**config.mk**
```make
export PLATFORM = sky130hd
export DESIGN_NAME = iraloc_key_cmp
export DESIGN_NICKNAME = d
export VERILOG_FILES = /design/src/iraloc_key_cmp.sv
export SDC_FILE = /design/constraint.sdc
export NUM_CORES = 1
export LEC_CHECK = 0
export ABC_CLOCK_PERIOD_IN_PS = 1700
export BUFFER_PORTS_ARGS = -buffer_cell sky130_fd_sc_hd__buf_4
export CAP_MARGIN = 20
export CORE_ASPECT_RATIO = 1.75
export CORE_MARGIN = 2
export CORE_UTILIZATION = 38
export DETAILED_ROUTE_END_ITERATION = 10
export PLACE_DENSITY = 0.82
export SLEW_MARGIN = 30
export SYNTH_ARGS = -nofsm -noshare
export SYNTH_HDL_FRONTEND = slang
export SYNTH_SLANG_ARGS = --single-unit
```
**constraint.sdc**
```tcl
create_clock -name vclk -period 1.7
set_input_delay 0.255 -clock vclk [all_inputs]
set_output_delay 0.255 -clock vclk [all_outputs]
set_load 0.03 [all_outputs]
```
**src/iraloc_key_cmp.sv**
```systemverilog
// Shared key comparator: unsigned less-than on packed (departure, room) keys.
`timescale 1ns / 1ps
`default_nettype none

module iraloc_key_cmp #(
  parameter int KEY_W = 41
) (
  input  logic [KEY_W-1:0] key_a,
  input  logic [KEY_W-1:0] key_b,
  output logic             a_less
);

  // Departure sits in the high bits, so one compare orders the pair
  // lexicographically.
  assign a_less = (key_a < key_b);

endmodule

`default_nettype wire

```
Word-level counts from Yosys, hierarchy flattened
Cells that the tools add are included.
Storage, ports and cells
  bits in registers: 0
  bits of input ports: 82
  output and inout bits: 1
  word-level logic and storage cells: 1
Cells by class
  $lt $le $gt $ge: 1
Operator list (count)
  41-bit less-than comparator: 1

Logic depth before layout (Yosys ltp)
Gate-level depths: netlist of the first run.
  depth in word-level cells: 1
  depth in mapped cells: 8
  mapped depth without buffers: 8

Worst setup path after synthesis of the first run
OpenSTA, ideal clock, no wires.
  path kind: input -> output
  start point: input port key_b[22]
  end point: output port a_less
  arrival: 1.798 ns
  data required time: 1.445 ns
  slack: -0.353 ns
  stages: 7
  path buffers: 0
  path through: inv_1 > ha_1 > a21o_1 > a21o_1 > a2111oi_1 > a31oi_1 > nor2_1
On the way
  longest elaborated chain between the ends: 1
Ends and longest elaborated chain
  start: declaration: line 9  | input logic [KEY_W-1:0] key_b,
  41-bit less-than comparator: line 15  | assign a_less = (key_a < key_b);
  end: declaration: line 10  | output logic a_less
Every way passes these cells.

Final worst setup path of the first run
  start point: input port key_b[20]
  end point: output port a_less
The elaborated chain is that of the path after synthesis.

==> results.txt, run 1 <==
* Row Count: 24
* Layout cells sized above 1: 54.67%
* Number of max-slew violations in the final report: 0
* Final critical-path share of the clock period: 111.6%
* Vertical die dimension: 72.70 microns
- The worst setup path is of the in -> out kind.
* Number of I/O port buffers: 83
- The number of antenna violations at the first check in global routing came to 0.
- The total count of hold-check failures in the final report came to 0.
* Share of Yosys cell area claimed by the top area cell type: 48.84%
- Routability Congestion: 0.8739
* Die Span X: 43.26 microns
- The floorplan step defined a core boundary enclosing 2522 sq um.
- Internal: 0.2770 mW
- Post-CTS repair timing setup buffer count: 0
- Worst endpoint data arrival time: 1.64 ns
- Overall global routing resource usage: 20.90%
* Multi-input combinational cell area: 1074 sq um
- Slack of the critical path: -0.1968 ns
* CP max-delay cell: sky130_fd_sc_hd__a2111oi_2
- Summing the sequential cell areas from Yosys gives 0% of the chip area.
- In this run the remaining antenna-violating nets after routing total 0.
- Highest fanout seen on the critical path: 3
- After technology mapping, the gate count stands at 137.
- Of all cell types, the one taking the most synthesized area is sky130_fd_sc_hd__ha_1.
- Endpoint type of the worst setup path: output pin
- Global routing finished with a remaining overflow of 0.
- The die covers 3144 sq um.
- In this run the cell area of the synthesized design comes to 1025 sq um.
- The analysis attributes to net switching a power of 0.1791 mW.
- Peak supply drop: 0.1301 mV
- Of the total power, the share spent switching nets is 39.27%.
- Setup violations remaining at the end of the flow were counted as 1.
- Number of fillers in the final layout: 193
- Pin placement for this block handled 83 I/O pins.
* Result of the run: complete, but fails checks
* Placed Cells: 251
- Most instantiated cells after synthesis: sky130_fd_sc_hd__ha_1, sky130_fd_sc_hd__inv_1, sky130_fd_sc_hd__a21o_1, sky130_fd_sc_hd__a21oi_1, sky130_fd_sc_hd__nor3_1
- Counting I/O delays and the setup requirement, the final critical path takes 1.897 ns.
* Startpoint Class: primary input
- Static timing analysis puts the maximum clock frequency at 0.5272 GHz.
- In this run the power density over the cells is 230.4 nW/um^2.
- Setup repair after global routing could not meet its margin everywhere.
- The first detailed-routing pass ran for 4 iterations.
* Sequential cell area in the final layout: 0 sq um
- Max-slew headroom at the worst pin: 82.60%
- The cell that appears most often on the critical path is sky130_fd_sc_hd__buf_6.
- Detailed placer's ending HPWL: 2987 microns
- The Yosys step of the flow raised 0 warnings.
- Prior to clock tree synthesis, the placed netlist has a worst setup slack of -0.3106 ns.
* Total inserted antenna cells: 0
- In this run the mean area of a mapped cell was 7.480 sq um.
- Proportion of power drawn by combinational gates: 100.0%
* Path class of the lowest-slack min-delay path: in -> out
- Starting density of the core: 40.63%
* Number of violations reported at the end of detailed-routing iteration 0: 4
* Top cells by area in the synthesized netlist: sky130_fd_sc_hd__ha_1, sky130_fd_sc_hd__inv_1, sky130_fd_sc_hd__a21o_1, sky130_fd_sc_hd__a21oi_1, sky130_fd_sc_hd__nand4_1
- Sequential cells placed in the final layout were counted as 0.
- Portion of total power attributed to sequential cells: 0%
- Slowest Stage Delay on Critical Path: 0.28 ns
* Finished Layout Cells: 251
- Clock buffer count in the final layout: 0
- Maximum number of pins on one net before global-route repair: 4
- The number of global-route vias before repair was 1,387.
- Post-synthesis cell type count: 20
- Routed via count divided by cell count: 5.287
- STA puts the critical path data required time at 1.44 ns.
- Relative to the synthesized area, the layout overhead comes to 93.16%.
- The final layout contains 349 nets.
- Hold repair after CTS inserted 0 buffers.
* Total detailed-routing wirelength: 3368 microns
- At the pin with the least slew margin, the transition time is 0.2605 ns.
- The first global-routing pass estimated 5354 microns of wire.
- The checks that failed: setup timing.
* Routed wire per std cell: 13.42 microns
- The number of nets handed over by synthesis was 259.
- Leakage power total: 1.109 nW
- Routed via count: 1,327
* Clock group share of total power: 0%
* Cells along the critical path: buf_6, inv_4, ha_4, and4_1, nand2_2, a211oi_2, a2111oi_2, a31oi_1, nor2_2, buf_6
- Count of unresolved DRC violations after routing: 0
* Maximum Capacitance Violations: 0
[area by class of cell]
cell class | instances | share of cell area [%]
well taps | 26 | 1.643
multi-input cells | 97 | 54.24
repair buffers | 88 | 35.27
inverters | 40 | 8.850
[power by group through the flow]
stage | Combinational, mW | Sequential, mW | Clock (mW)
floorplan | 0.193 | 0 | 0
global placement | 0.392 | 0 | 0
detailed placement | 0.413 | 0 | 0
CTS | 0.445 | 0 | 0
global route | 0.510 | 0 | 0
finish | 0.456 | 0 | 0
[worst max-delay path: cells and delay by family]
kind / cells / cell delay [ns]
and+or+nand+nor: 3 / 0.44
buffers and inverters: 3 / 0.27
adders and majority gates: 1 / 0.19
AOI/OAI and AO/OA: 3 / 0.47
[layer usage]
| layer | part of all wire, % | routed length (microns) | vias to the layer above | global-route usage (%) |
|---|---|---|---|---|
| li1 | - | - | 657 | - |
| met1 | 29 | 980 | 594 | 20.00 |
| met2 | 59 | 1993 | 66 | 44.44 |
| met3 | 7.8 | 263 | 10 | 1.733 |
| met4 | 3.9 | 131 | 0 | 5.051 |
| met5 | 0 | 0 | - | 0 |
[cells by family (layout without fill, tap and decap cells)]
kind of cell	count (synthesis)	after routing	synth area share, %
adder cells (fa/ha/maj)	40	40	48.84
AO/OA/AOI/OAI	31	31	21.98
AND/OR/NAND/NOR	26	26	14.53
buffers and inverters	40	128	14.65
[final timing paths]
kind                       from     end  slack [ns]  cells after the start
worst max-delay path  key_b[20]  a_less       -0.20                     10
worst min-delay path  key_a[40]  a_less        1.06                      6
[per-stage QoR]
| stage | total power [mW] | cell area [sq um] | hold WS, ns | utilization (%) | TNS (ns) |
|---|---|---|---|---|---|
| 4_1_cts | 0.4447 | 1951 | 1.055 | 77.33 | -0.2202 |
| 3_5_place_dp | 0.4130 | 1834 | 1.087 | 72.72 | -0.3106 |
| 3_3_place_gp | 0.3923 | 1834 | 1.087 | 72.72 | -0.3117 |
| 2_1_floorplan | 0.1931 | 1141 | 0.8521 | - | -0.09665 |
| 5_1_grt | 0.5101 | 1979 | 1.104 | 78.47 | -0.3112 |
| 6_report | 0.4560 | 1979 | 1.062 | 78.47 | -0.1968 |
[cells in the final DEF (no fill, tap or decap), types with 2 or more instances in the layout]
cell type,n
sky130_fd_sc_hd__buf_4,78
sky130_fd_sc_hd__inv_1,31
sky130_fd_sc_hd__ha_1,28
sky130_fd_sc_hd__ha_4,12
sky130_fd_sc_hd__a21o_1,10
sky130_fd_sc_hd__buf_6,10
sky130_fd_sc_hd__a21oi_1,6
sky130_fd_sc_hd__inv_4,5
sky130_fd_sc_hd__nand4_1,5
sky130_fd_sc_hd__nand2_1,4
sky130_fd_sc_hd__inv_2,3
sky130_fd_sc_hd__o21ai_0,3
sky130_fd_sc_hd__nand3_1,3
sky130_fd_sc_hd__a21oi_2,3
sky130_fd_sc_hd__nor3_1,3
sky130_fd_sc_hd__nor3_2,3
sky130_fd_sc_hd__and4_1,2
sky130_fd_sc_hd__a211oi_2,2
sky130_fd_sc_hd__o211ai_1,2
[repair_timing]
item / 4_1_cts / 5_1_grt
setup endpoints to repair: 1 / 1
pin swaps: 14 / 1
gates resized for setup: 24 / 5
cloned: 0 / 0
No activity file was read; power rests on OpenSTA's default activity.
==> run 2, diff against run 1 <==
--- a/config.mk
+++ b/config.mk
@@ -6,7 +6,7 @@
 export NUM_CORES = 1
 export LEC_CHECK = 0
 export ABC_CLOCK_PERIOD_IN_PS = 1700
-export BUFFER_PORTS_ARGS = -buffer_cell sky130_fd_sc_hd__buf_4
+export BUFFER_PORTS_ARGS = -buffer_cell sky130_fd_sc_hd__buf_2
 export CAP_MARGIN = 20
 export CORE_ASPECT_RATIO = 1.75
 export CORE_MARGIN = 2
==> results.txt, run 2 (same netlist as run 1, synthesis figures left out) <==
* Placeable Area: 2522 sq um
- Slack of the critical path: -0.1605 ns
* Path class of the lowest-slack min-delay path: in -> out
- Routability Congestion: 0.8210
- Placed Cells: 251
- In the final design database the tool counted 349 nets.
* Number of fillers in the final layout: 223
- The floorplan step set the die width to 43.26 microns.
- The top cell types in the final layout, fill and taps aside, are sky130_fd_sc_hd__buf_2, sky130_fd_sc_hd__inv_1, sky130_fd_sc_hd__ha_1, sky130_fd_sc_hd__ha_4, sky130_fd_sc_hd__a21o_1.
* Clock buffer count in the final layout: 0
* Number of violations reported at the end of detailed-routing iteration 0: 5
- Peak supply drop: 0.1234 mV
- Achievable clock frequency: 0.5375 GHz
* First-pass GRT wire length: 4705 microns
- Count of unresolved DRC violations after routing: 0
- The flow ran to the end, but the final reports show violations.
- For this run, the total global-route usage over all layers was measured as 18.19%.
- Sequential cell area in the final layout: 0 sq um
- The first detailed-routing pass ran for 4 iterations.
- Most common cell after layout, fill and taps aside: sky130_fd_sc_hd__buf_2
- The detail route stage leaves a number of antenna-violating nets equal to 0.
- Subtracting the final worst setup slack from the clock period gives 1.860 ns.
- Via count of the first global-routing pass: 1,300
- The number of max-slew violations in the final report was 0.
* Total gr overflow: 0
- Total detailed-routing wirelength: 2849 microns
- Total inserted antenna cells: 0
* Number of I/O port buffers: 83
- In the final routed layout, each cell accounts on average for 11.35 microns.
- Setup repair after global routing could not meet its margin everywhere.
- Routed via count divided by cell count: 5.028
- Across the run, the number of max-cap violations was 0.
* Violated checks: setup timing
- In this run the vertical extent of the chip is 72.70 microns.
* Area growth from synthesis to layout: 70.70%
* Hold Fails Final Rpt: 0
- Number of flip-flops and latches: 0
- Final critical-path share of the clock period: 109.4%
* Critical Path Start: key_b[20]
* Post-layout total power: 0.3930 mW
- For this design the static power due to leakage is 1.046 nW.
- Summing all multi-input logic gate instances after layout gives 1077 sq um.
- Endpoint type of the worst setup path: output pin
- Finished Layout Cells: 251
* I/O pin count: 83
- The post-route netlist has 54.22% of its cells at a drive strength greater than 1.
- Die Area: 3144 sq um
- WP data required: 1.44 ns
- Critical hold path startpoint: key_a[40]
- Highest fanout seen on the critical path: 3
- Classification of the worst setup path: in -> out
- Maximum number of pins on one net before global-route repair: 4
- Number of antenna violations at the first check in global routing: 0
- Summed over all nets, the half-perimeter wirelength after detailed placement is 2574 microns.
* Total power density per cell area: 224.7 nW/um^2
* Routed via count: 1,262
- Transition at the pin with the smallest max-transition slack: 0.2704 ns
* Max-slew headroom at the worst pin: 81.94%
- STA classifies the critical path startpoint as a primary input.
* Worst endpoint data arrival time: 1.61 ns
- Setup violations remaining at the end of the flow were counted as 1.
* Minimum setup slack after placement: -0.3626 ns
* Starting density of the core: 40.63%
* Row Count: 24
-- run 2: power by group --
group | switching [mW] | total, mW | internal [mW]
Sequential | 0 | 0 | 0
Clock | 0 | 0 | 0
Combinational | 0.173 | 0.393 | 0.220
Total | 0.173 | 0.393 | 0.220
-- run 2: per-stage QoR --
step | cell area [sq um] | util (%) | hold slack, ns | setup TNS [ns]
CTS | 1732 | 68.65 | 1.051 | -0.1871
finish | 1749 | 69.35 | 1.060 | -0.1605
detailed placement | 1627 | 64.48 | 1.088 | -0.3626
global route | 1749 | 69.35 | 1.104 | -0.2682
global placement | 1627 | 64.48 | 1.104 | -0.3268
floorplan | 1141 | - | 0.8521 | -0.09665
-- run 2: timing repair --
| action | in CTS | in global routing |
|---|---|---|
| pin swaps | 9 | 6 |
| hold buffers | 0 | 0 |
| hold endpoints to repair | 0 | 0 |
| endpoints found under the setup margin | 1 | 1 |
| buffers inserted | 0 | 0 |
| gates resized for setup | 19 | 3 |
-- run 2: final cells by class --
cell class | count | area share, %
repair buffers | 88 | 26.97
well taps | 26 | 1.860
inverters | 40 | 9.585
multi-input cells | 97 | 61.59
-- run 2: routing by layer --
layer	track usage, %	vias up	wire length [microns]
met2	39.30	60	1620
met4	3.030	0	44
met1	17.46	539	976
met5	0	-	0
li1	-	659	-
met3	1.485	4	208
-- run 2: critical path: stages --
cell	delay [ns]
sky130_fd_sc_hd__buf_2	0.11
sky130_fd_sc_hd__inv_2	0.06
sky130_fd_sc_hd__ha_4	0.19
sky130_fd_sc_hd__and4_4	0.19
sky130_fd_sc_hd__nand2_4	0.08
sky130_fd_sc_hd__a211oi_2	0.04
sky130_fd_sc_hd__a2111oi_2	0.28
sky130_fd_sc_hd__a31oi_1	0.14
sky130_fd_sc_hd__nor2_2	0.11
sky130_fd_sc_hd__buf_6	0.14
-- run 2: final timing paths --
path / cells past startpoint / slack (ns) / to
setup / recovery: 10 / -0.16 / a_less
hold / removal: 6 / 1.06 / a_less
