===== src/iraloc_ram.sv =====
// Generic simple RAM with one write port and two registered read ports.
`timescale 1ns / 1ps
`default_nettype none

module iraloc_ram #(
  parameter int WIDTH = 8,
  parameter int DEPTH = 16,
  localparam int ADDR_W = $clog2(DEPTH)
) (
  input  logic              clk,
  input  logic              we,
  input  logic [ADDR_W-1:0] waddr,
  input  logic [WIDTH-1:0]  wdata,
  input  logic [ADDR_W-1:0] raddr_a,
  input  logic [ADDR_W-1:0] raddr_b,
  output logic [WIDTH-1:0]  rdata_a,
  output logic [WIDTH-1:0]  rdata_b
);

  logic [WIDTH-1:0] mem [DEPTH];

  always_ff @(posedge clk) begin
    if (we) begin
      mem[waddr] <= wdata;
    end
    rdata_a <= mem[raddr_a];
    rdata_b <= mem[raddr_b];
  end

endmodule

`default_nettype wire


===== config.mk =====
export PLATFORM = sky130hd
export DESIGN_NAME = iraloc_ram
export DESIGN_NICKNAME = d
export VERILOG_FILES = /design/src/iraloc_ram.sv
export SDC_FILE = /design/constraint.sdc
export NUM_CORES = 1
export LEC_CHECK = 0
export CORE_ASPECT_RATIO = 2
export CORE_MARGIN = 2
export CORE_UTILIZATION = 50
export DETAILED_ROUTE_END_ITERATION = 8
export DONT_BUFFER_PORTS = 1
export GPL_ROUTABILITY_DRIVEN = 1
export PLACE_DENSITY = 0.67
export REMOVE_ABC_BUFFERS = 1
export SLEW_MARGIN = 30
export SYNTH_ARGS = -nofsm -noshare
export SYNTH_HDL_FRONTEND = slang
export SYNTH_SLANG_ARGS = --single-unit

===== constraint.sdc =====
create_clock -name clk -period 2.35 [get_ports clk]
set_input_delay 0.235 -clock clk [delete_from_list [all_inputs] [get_ports clk]]
set_output_delay 0.235 -clock clk [all_outputs]
set_load 0.005 [all_outputs]

# ---- Word-level counts from Yosys, hierarchy flattened
# Memories as Yosys holds them, arrays and structs flattened. A register that Yosys moved wholly into a read port is not among the register bits.
# Cells that the tools add are included.
dict set report classes {
  n_mux 2
}
# op n
set op_table {}
lappend op_table {{$mux W1} 2}
dict set report totals {
  ff_bits 0
  mem_bits_rw 128
  input_bits 22
  out_inout_bits 16
  wordCells 3
  mem_count 1
}
# name depth word_bits rd rd_ports_with_merged_regs wr line_no
set memory_table {}
lappend memory_table {mem 16 8 2 2 1 20} ;# logic [WIDTH-1:0] mem [DEPTH];

# ---- Logic depth before layout (Yosys ltp)
# Gate-level depths: netlist (run 1).
dict set report logic_depth {
  word_depth 2
  mapped_depth 5
  depth_no_buf 3
}

# ---- Least setup slack after synthesis (run 1)
# Ideal clock, no wire load.
dict set report synth_path {
  kind {input port to flip-flop}
  startpoint {input waddr[2]}
  endpoint {memory mem[0][0], enable pin}
  setup_ns 0.383
  t_arrival_ns 1.345
  required_time_ns 1.967
  path_slack_ns 0.622
  cell_stages 2
  path_buffers 0
  cell_sequence {or3b_2 -> nor3_1}
}
# item line_no
set synth_lines {}
lappend synth_lines {{start: declaration} 12} ;# input logic [ADDR_W-1:0] waddr,
lappend synth_lines {{end: declaration} 20}
# No word-level cell before the write port.

==> key figures, run 1 <==
Routing
  • WL per Instance: 28.6 um
  • # DRC: 0
  • Starting DRT DRC Count: 253
  • Via-per-instance ratio: 6.72
  • Wire length on met2: 7940 um
  • TritonRoute pass-1 iters: 4
  • Top sig layer: met4
  • Wl on met1: 4900 um
  • Total number of vias: 3,295
  • Met3 routed WL: 765 um
  • Drt total wl: 14,000 um
  • Number of routed nets with antenna violations: 0

Setup path
  • Setup CP Type: flop to flop
  • Slowest-stage cell, CP: mux4_4
  • Reg-to-reg setup timing slack: 890 ps
  • Crit end category: flop
  • Crit-path cells: mux4_4, a22oi_1, nand2_1
  • Data required time at the worst endpoint: 2630 ps
  • CP arrival: 1740 ps
  • Critical path peak fanout: 2
  • Startpoint Class: flop
  • Slowest stage delay, CP: 600 ps

Cells and area
  • Final non-filler cell total: 490
  • Ant. Diodes: 0
  • Nets@finish: 349
  • Post-layout util: 57.2%
  • Fin area: 0.00713 sq mm
  • Share of cells above drive strength 1: 23.5%
  • Synth-to-Final Area Change: 12.4%

Clock network
  • CTS tree: built
  • Worst skew pair latency: 410 ps
  • CTS HTree Levels: 4
  • CTS clk-pin slew, worst paths: 60 ps
  • Clk root buf: clkbuf_16
  • CTS buffer count: 17
  • Post-CTS resize count: 0
  • Post-CTS Hold Buffers: 8
  • Post-CTS Setup Bufs: 0
  • Clock buffer depth: 2
  • Clock Sinks: 144

STA
  • F_max: 685 MHz
  • Fin crit share: 62.1%
  • RSZ-0062 raised after global routing: false
  • Pins Over Slew Limit: 0
  • Setup WS post-layout: 891 ps
  • Final clock skew: 8.66 ps
  • Relative slew slack: 44.4%
  • Min Tclk post-route: 1460 ps
  • Final setup TNS: 0 ps
  • Hold Fails Final Rpt: 0
  • WHS: 143 ps
  • Tightest Pin Transition: 833 ps
  • Final setup fails: 0

Yosys
  • Synth warn: 0
  • Yosys reg bits: 144
  • Post-synthesis sequential area ratio: 65.6%
  • Synthesized area: 0.00635 sq mm
  • Synth Instances: 307
  • Unique masters post-synth: 20
  • Mean Syn Cell Area: 20.7 sq um

Place
  • GPL Wtd Cong: 0.763
  • Placed standard-cell area: 0.00646 sq mm
  • Detail Placement HPWL: 9170 um
  • Port Buf Inserts: 0
  • Placed Instances: 450
  • DP Worst Slack: 828 ps

Die
  • Height of the die: 163 um
  • Initial core utilization: 50.8%
  • Row count: 58
  • Die area: 0.0137 sq mm
  • Io pins: 38
  • Placeable Area: 0.0125 sq mm
  • Chip Width: 83.7 um

Power and ir drop
  • Clock power frac: 45.7%
  • Sw Ratio: 20.3%
  • Sw Pwr: 1.20 mW
  • Comb pwr share: 5.2%
  • Flop pwr share: 49.2%
  • Cell-internal power: 4.70 mW
  • Pwr/cell area: 826 mW/mm^2
  • Leakage: 2.39 nW
  • Peak supply drop: 0.541 mV
  • Total power: 5.90 mW

Global route
  • Tot GR Track Use: 21.7%
  • Initial antenna violation count: 0
  • Grt total ovfl: 0
  • Largest net degree at the start of global routing: 33
  • Global-route wire length before repair: 21,000 um
  • Number of global-route vias before repair: 3,529

Run
  • Max-capacitance violation count: 0

Run status
  • Status: finished clean

Hold path
  • HP Class: input port to flop
critical path: cells and delay by family (launching register included):
kind	cells	cell delay, ps
compound gates	1	230
mux	1	600
flops	1	390
simple gates	1	110
power groups by stage:
stage               logic, mW  registers (mW)  clock network [mW]
detailed placement      0.265            2.96                   0
floorplan               0.201            2.94                   0
CTS                     0.308            2.90                2.72
finish                  0.305            2.90                2.69
global placement        0.262            2.95                   0
global route            0.325            2.91                2.84
Yosys cell counts:
| master | number | share of area, % |
|---|---|---|
| edfxtp_1 | 128 | 61 |
| mux4_2 | 34 | 12 |
| a22oi_1 | 32 | 3.8 |
| mux4_1 | 28 | 12 |
| nand2_1 | 17 | 1.0 |
| dfxtp_1 | 16 | 5.0 |
| nor2_1 | 14 | 0.83 |
| buf_2 | 6 | 0.47 |
| buf_6 | 6 | 1.1 |
| clkdlybuf4s25_2 | 6 | 0.95 |
| nor3_1 | 4 | 0.32 |
| and2_1 | 2 | 0.20 |
| and2b_1 | 2 | 0.24 |
| buf_4 | 2 | 0.24 |
| mux4_4 | 2 | 0.79 |
| nand2b_1 | 2 | 0.20 |
| nand3b_1 | 2 | 0.24 |
| nor2b_1 | 2 | 0.20 |
| nand3_1 | 1 | 0.079 |
| or3b_2 | 1 | 0.14 |
area by class of cell:
| cell class | count | area, sq um |
|---|---|---|
| clock inverter | 13 | 163 |
| tap | 150 | 188 |
| fill | 951 | 5350 |
| multi-input combinational | 143 | 2010 |
| sequential | 144 | 4160 |
| clock buffer | 19 | 433 |
| timing repair buffer | 21 | 178 |
cells in the final DEF (no fill, tap or decap), drive strengths merged:
cell | netlist | final
and2 | 2 | 2
mux4 | 64 | 64
nand3 | 1 | 1
nand2 | 17 | 17
clkinvlp | 0 | 3
and2b | 2 | 2
nor2 | 14 | 14
buf | 14 | 13
inv | 0 | 1
nand3b | 2 | 2
dfxtp | 16 | 16
clkbuf | 0 | 19
dlygate4sd3 | 0 | 8
bufinv | 0 | 3
clkinv | 0 | 6
a22oi | 32 | 32
edfxtp | 128 | 128
nand2b | 2 | 2
or3b | 1 | 1
nor3 | 4 | 4
nor2b | 2 | 2
logic make-up (layout without fill, tap and decap cells):
group	count (synthesis)	count (layout)	share of synthesized area, %
buffers and inverters	20	53	2.72
and+or+nand+nor	47	47	3.43
muxes	64	64	24.4
AOI/OAI and AO/OA	32	32	3.79
DFF	144	144	65.6
path summary, 6_finish.rpt:
check | endpoint | depth (start not counted) | start
max | rdata_b[7]$_DFF_P_ | 3 | mem[2][7]$_DFFE_PP_
min | rdata_a[4]$_DFF_P_ | 3 | raddr_a[1]
max reg2reg | rdata_b[7]$_DFF_P_ | 3 | mem[2][7]$_DFFE_PP_
min reg2reg | rdata_a[4]$_DFF_P_ | 3 | mem[14][4]$_DFFE_PP_
layer usage:
| metal | vias up | track usage, % |
|---|---|---|
| li1 | 1377 | - |
| met1 | 1741 | 24.5 |
| met2 | 146 | 39.6 |
| met3 | 31 | 4.55 |
| met4 | 0 | 9.24 |
| met5 | - | 0 |
registers in the layout (all words and copies together) (netlist names):
| name | cells |
|---|---|
| mem | 128 |
| rdata_b | 8 |
| rdata_a | 8 |
Note: power is estimated with default switching activity, not from simulation.
==> run 2, diff against run 1 <==
- clock period: 2.35 -> 1.35 ns (I/O delays scaled with it)
==> key figures, run 2 (synthesis gave the netlist of run 1 again) <==
STA
  • Min Tclk post-route: 1360 ps (-102 ps)
  • Tightest Pin Transition: 990 ps (+157 ps)
  • Setup WS post-layout: -6.34 ps (-898 ps)
  • Relative slew slack: 33.9% (-11 points)
  • Final clock skew: 8.00 ps (-0.660 ps)
  • Hold Fails Final Rpt: 0 (unchanged)
  • RSZ-0062 raised after global routing: true
  • Final setup fails: 2 (+2)
  • Fin crit share: 100% (+38 points)
  • Pins Over Slew Limit: 0 (unchanged)
  • F_max: 737 MHz (+7.6%)

Clock network
  • CTS buffer count: 17 (unchanged)
  • Worst skew pair latency: 410 ps (about the same)
  • Clock Sinks: 144 (unchanged)
  • Clk root buf: clkbuf_16
  • CTS tree: built
  • Clock buffer depth: 2 (unchanged)
  • CTS HTree Levels: 4 (unchanged)
  • CTS clk-pin slew, worst paths: 60 ps (about the same)

Power and ir drop
  • Peak supply drop: 0.996 mV (+84%)
  • Pwr/cell area: 1470 mW/mm^2 (+78%)
  • Leakage: 2.43 nW (+1.6%)

Die
  • Chip Width: 83.7 um (unchanged)
  • Io pins: 38 (unchanged)
  • Die area: 0.0137 sq mm (unchanged)
  • Placeable Area: 0.0125 sq mm (unchanged)
  • Initial core utilization: 50.8% (unchanged)
  • Height of the die: 163 um (unchanged)
  • Row count: 58 (unchanged)

Cells and area
  • Ant. Diodes: 0 (unchanged)
  • Nets@finish: 358 (+2.6%)
  • Most frequent cells in the layout: edfxtp_1 (128), mux4_2 (43), buf_4 (22), mux4_1 (19), a22oi_1 (18)
  • Largest Register: mem
  • FF+latch area: 0.00416 sq mm (unchanged)
  • Synth-to-Final Area Change: 14.8%
  • Largest regs: mem: 128 flops, rdata_a: 8 flops, rdata_b: 8 flops
  • Leading cell type in the layout, fill and taps excluded: edfxtp_1
  • Layout fillers: 924 (-2.8%)
  • Share of cells above drive strength 1: 31.8% (+8.3 points)
  • Multi-input gate area in the final layout: 0.00205 sq mm (+1.8%)
  • Max reg flops: 128 (unchanged)
  • Fin area: 0.00729 sq mm (+2.2%)

Hold path
  • WHS Path Cells: 3 (unchanged)
  • Hold wc startpoint: raddr_b[1]
  • HP Class: input port to flop

Routing
  • # DRC: 0 (unchanged)
  • Via-per-instance ratio: 6.44 (-4.2%)
  • TritonRoute pass-1 iters: 5 (+1)
  • Drt total wl: 13,700 um (-1.9%)
  • Number of routed nets with antenna violations: 0 (unchanged)
  • WL per Instance: 27.5 um (-3.7%)
  • Total number of vias: 3,213 (-2.5%)
  • Starting DRT DRC Count: 236 (-6.7%)

Setup path
  • Reg-to-reg setup timing slack: -6 ps (-900 ps)
  • FF-to-FF Start: mem[0][7]$_DFFE_PP_
  • Startpoint Class: flop
  • Critical path peak fanout: 2 (unchanged)
  • FF-to-FF path depth: 3 (unchanged)
  • Setup CP Type: flop to flop
  • CP arrival: 1660 ps (-80 ps)
  • Data required time at the worst endpoint: 1650 ps (-980 ps)
  • Critical path origin: mem[0][7]$_DFFE_PP_
  • Crit end category: flop

Place
  • GPL Wtd Cong: 0.729 (-4.5%)
  • Port Buf Inserts: 0 (unchanged)
  • Placed standard-cell area: 0.00653 sq mm (+1.0%)
  • DP Worst Slack: -60.8 ps (-889 ps)
  • Detail Placement HPWL: 9100 um (-0.75%)

Global route
  • Number of global-route vias before repair: 3,542 (+0.37%)
  • Largest net degree at the start of global routing: 33 (unchanged)
  • Grt total ovfl: 0 (unchanged)
  • Tot GR Track Use: 21.5% (-0.25 points)
  • Initial antenna violation count: 0 (unchanged)
  • Global-route wire length before repair: 20,800 um (-0.72%)

Run
  • Max-capacitance violation count: 0 (unchanged)

Run status
  • Status: complete, but fails checks
  • Violated checks: setup timing
[run 2: repair_timing]
action                                 CTS  global route
pin swaps                                4             3
endpoints found under the hold margin  128             0
setup buffers                            0             0
setup endpoints to repair                6            14
hold buffers                             8             0
resized for setup                        8            15
[run 2: worst paths after layout]
kind	endpoint
setup / recovery	rdata_b[7]$_DFF_P_
hold / removal	rdata_b[5]$_DFF_P_
setup reg to reg	rdata_b[7]$_DFF_P_
hold reg to reg	rdata_a[0]$_DFF_P_
[run 2: report_power, final]
part / switching [mW] / internal [mW]
sequential: 0.0637 / 4.99
combinational: 0.251 / 0.304
clock: 1.79 / 3.29
[run 2: per-layer routing]
| metal | share of wire, % | track usage, % |
|---|---|---|
| met1 | 35 | 24.2 |
| met2 | 57 | 39.4 |
| met3 | 4.6 | 4.60 |
| met4 | 2.6 | 8.58 |
| met5 | 0 | 0 |
[run 2: critical path, cell delays in order (launching register included)]
cell      delay, ps
edfxtp_1        390
mux4_4          620
a22oi_2         170
nand2_1          60
[run 2: stage by stage]
stage / power [mW] / hold WS [ps] / util [%] / setup TNS (ps) / cells
4_1_cts: 10.8 / 1.64 / 58.3 / 0 / 499
5_1_grt: 11.0 / 22.8 / 58.4 / -230 / 499
6_report: 10.7 / 16.2 / 58.4 / -8.13 / 499
3_5_place_dp: 5.61 / 234 / 52.3 / -133 / 459
2_1_floorplan: 5.47 / 234 / - / -3120 / 287
3_3_place_gp: 5.59 / 235 / 52.3 / 0 / 459
[run 2: cell type report]
| type | count | share of cell area (%) |
|---|---|---|
| sequential | 144 | 57.1 |
| multi-input combinational | 143 | 28.1 |
| clock buffer | 19 | 5.94 |
| timing repair buffer | 30 | 3.36 |
| clock inverter | 13 | 2.92 |
| tap | 150 | 2.58 |
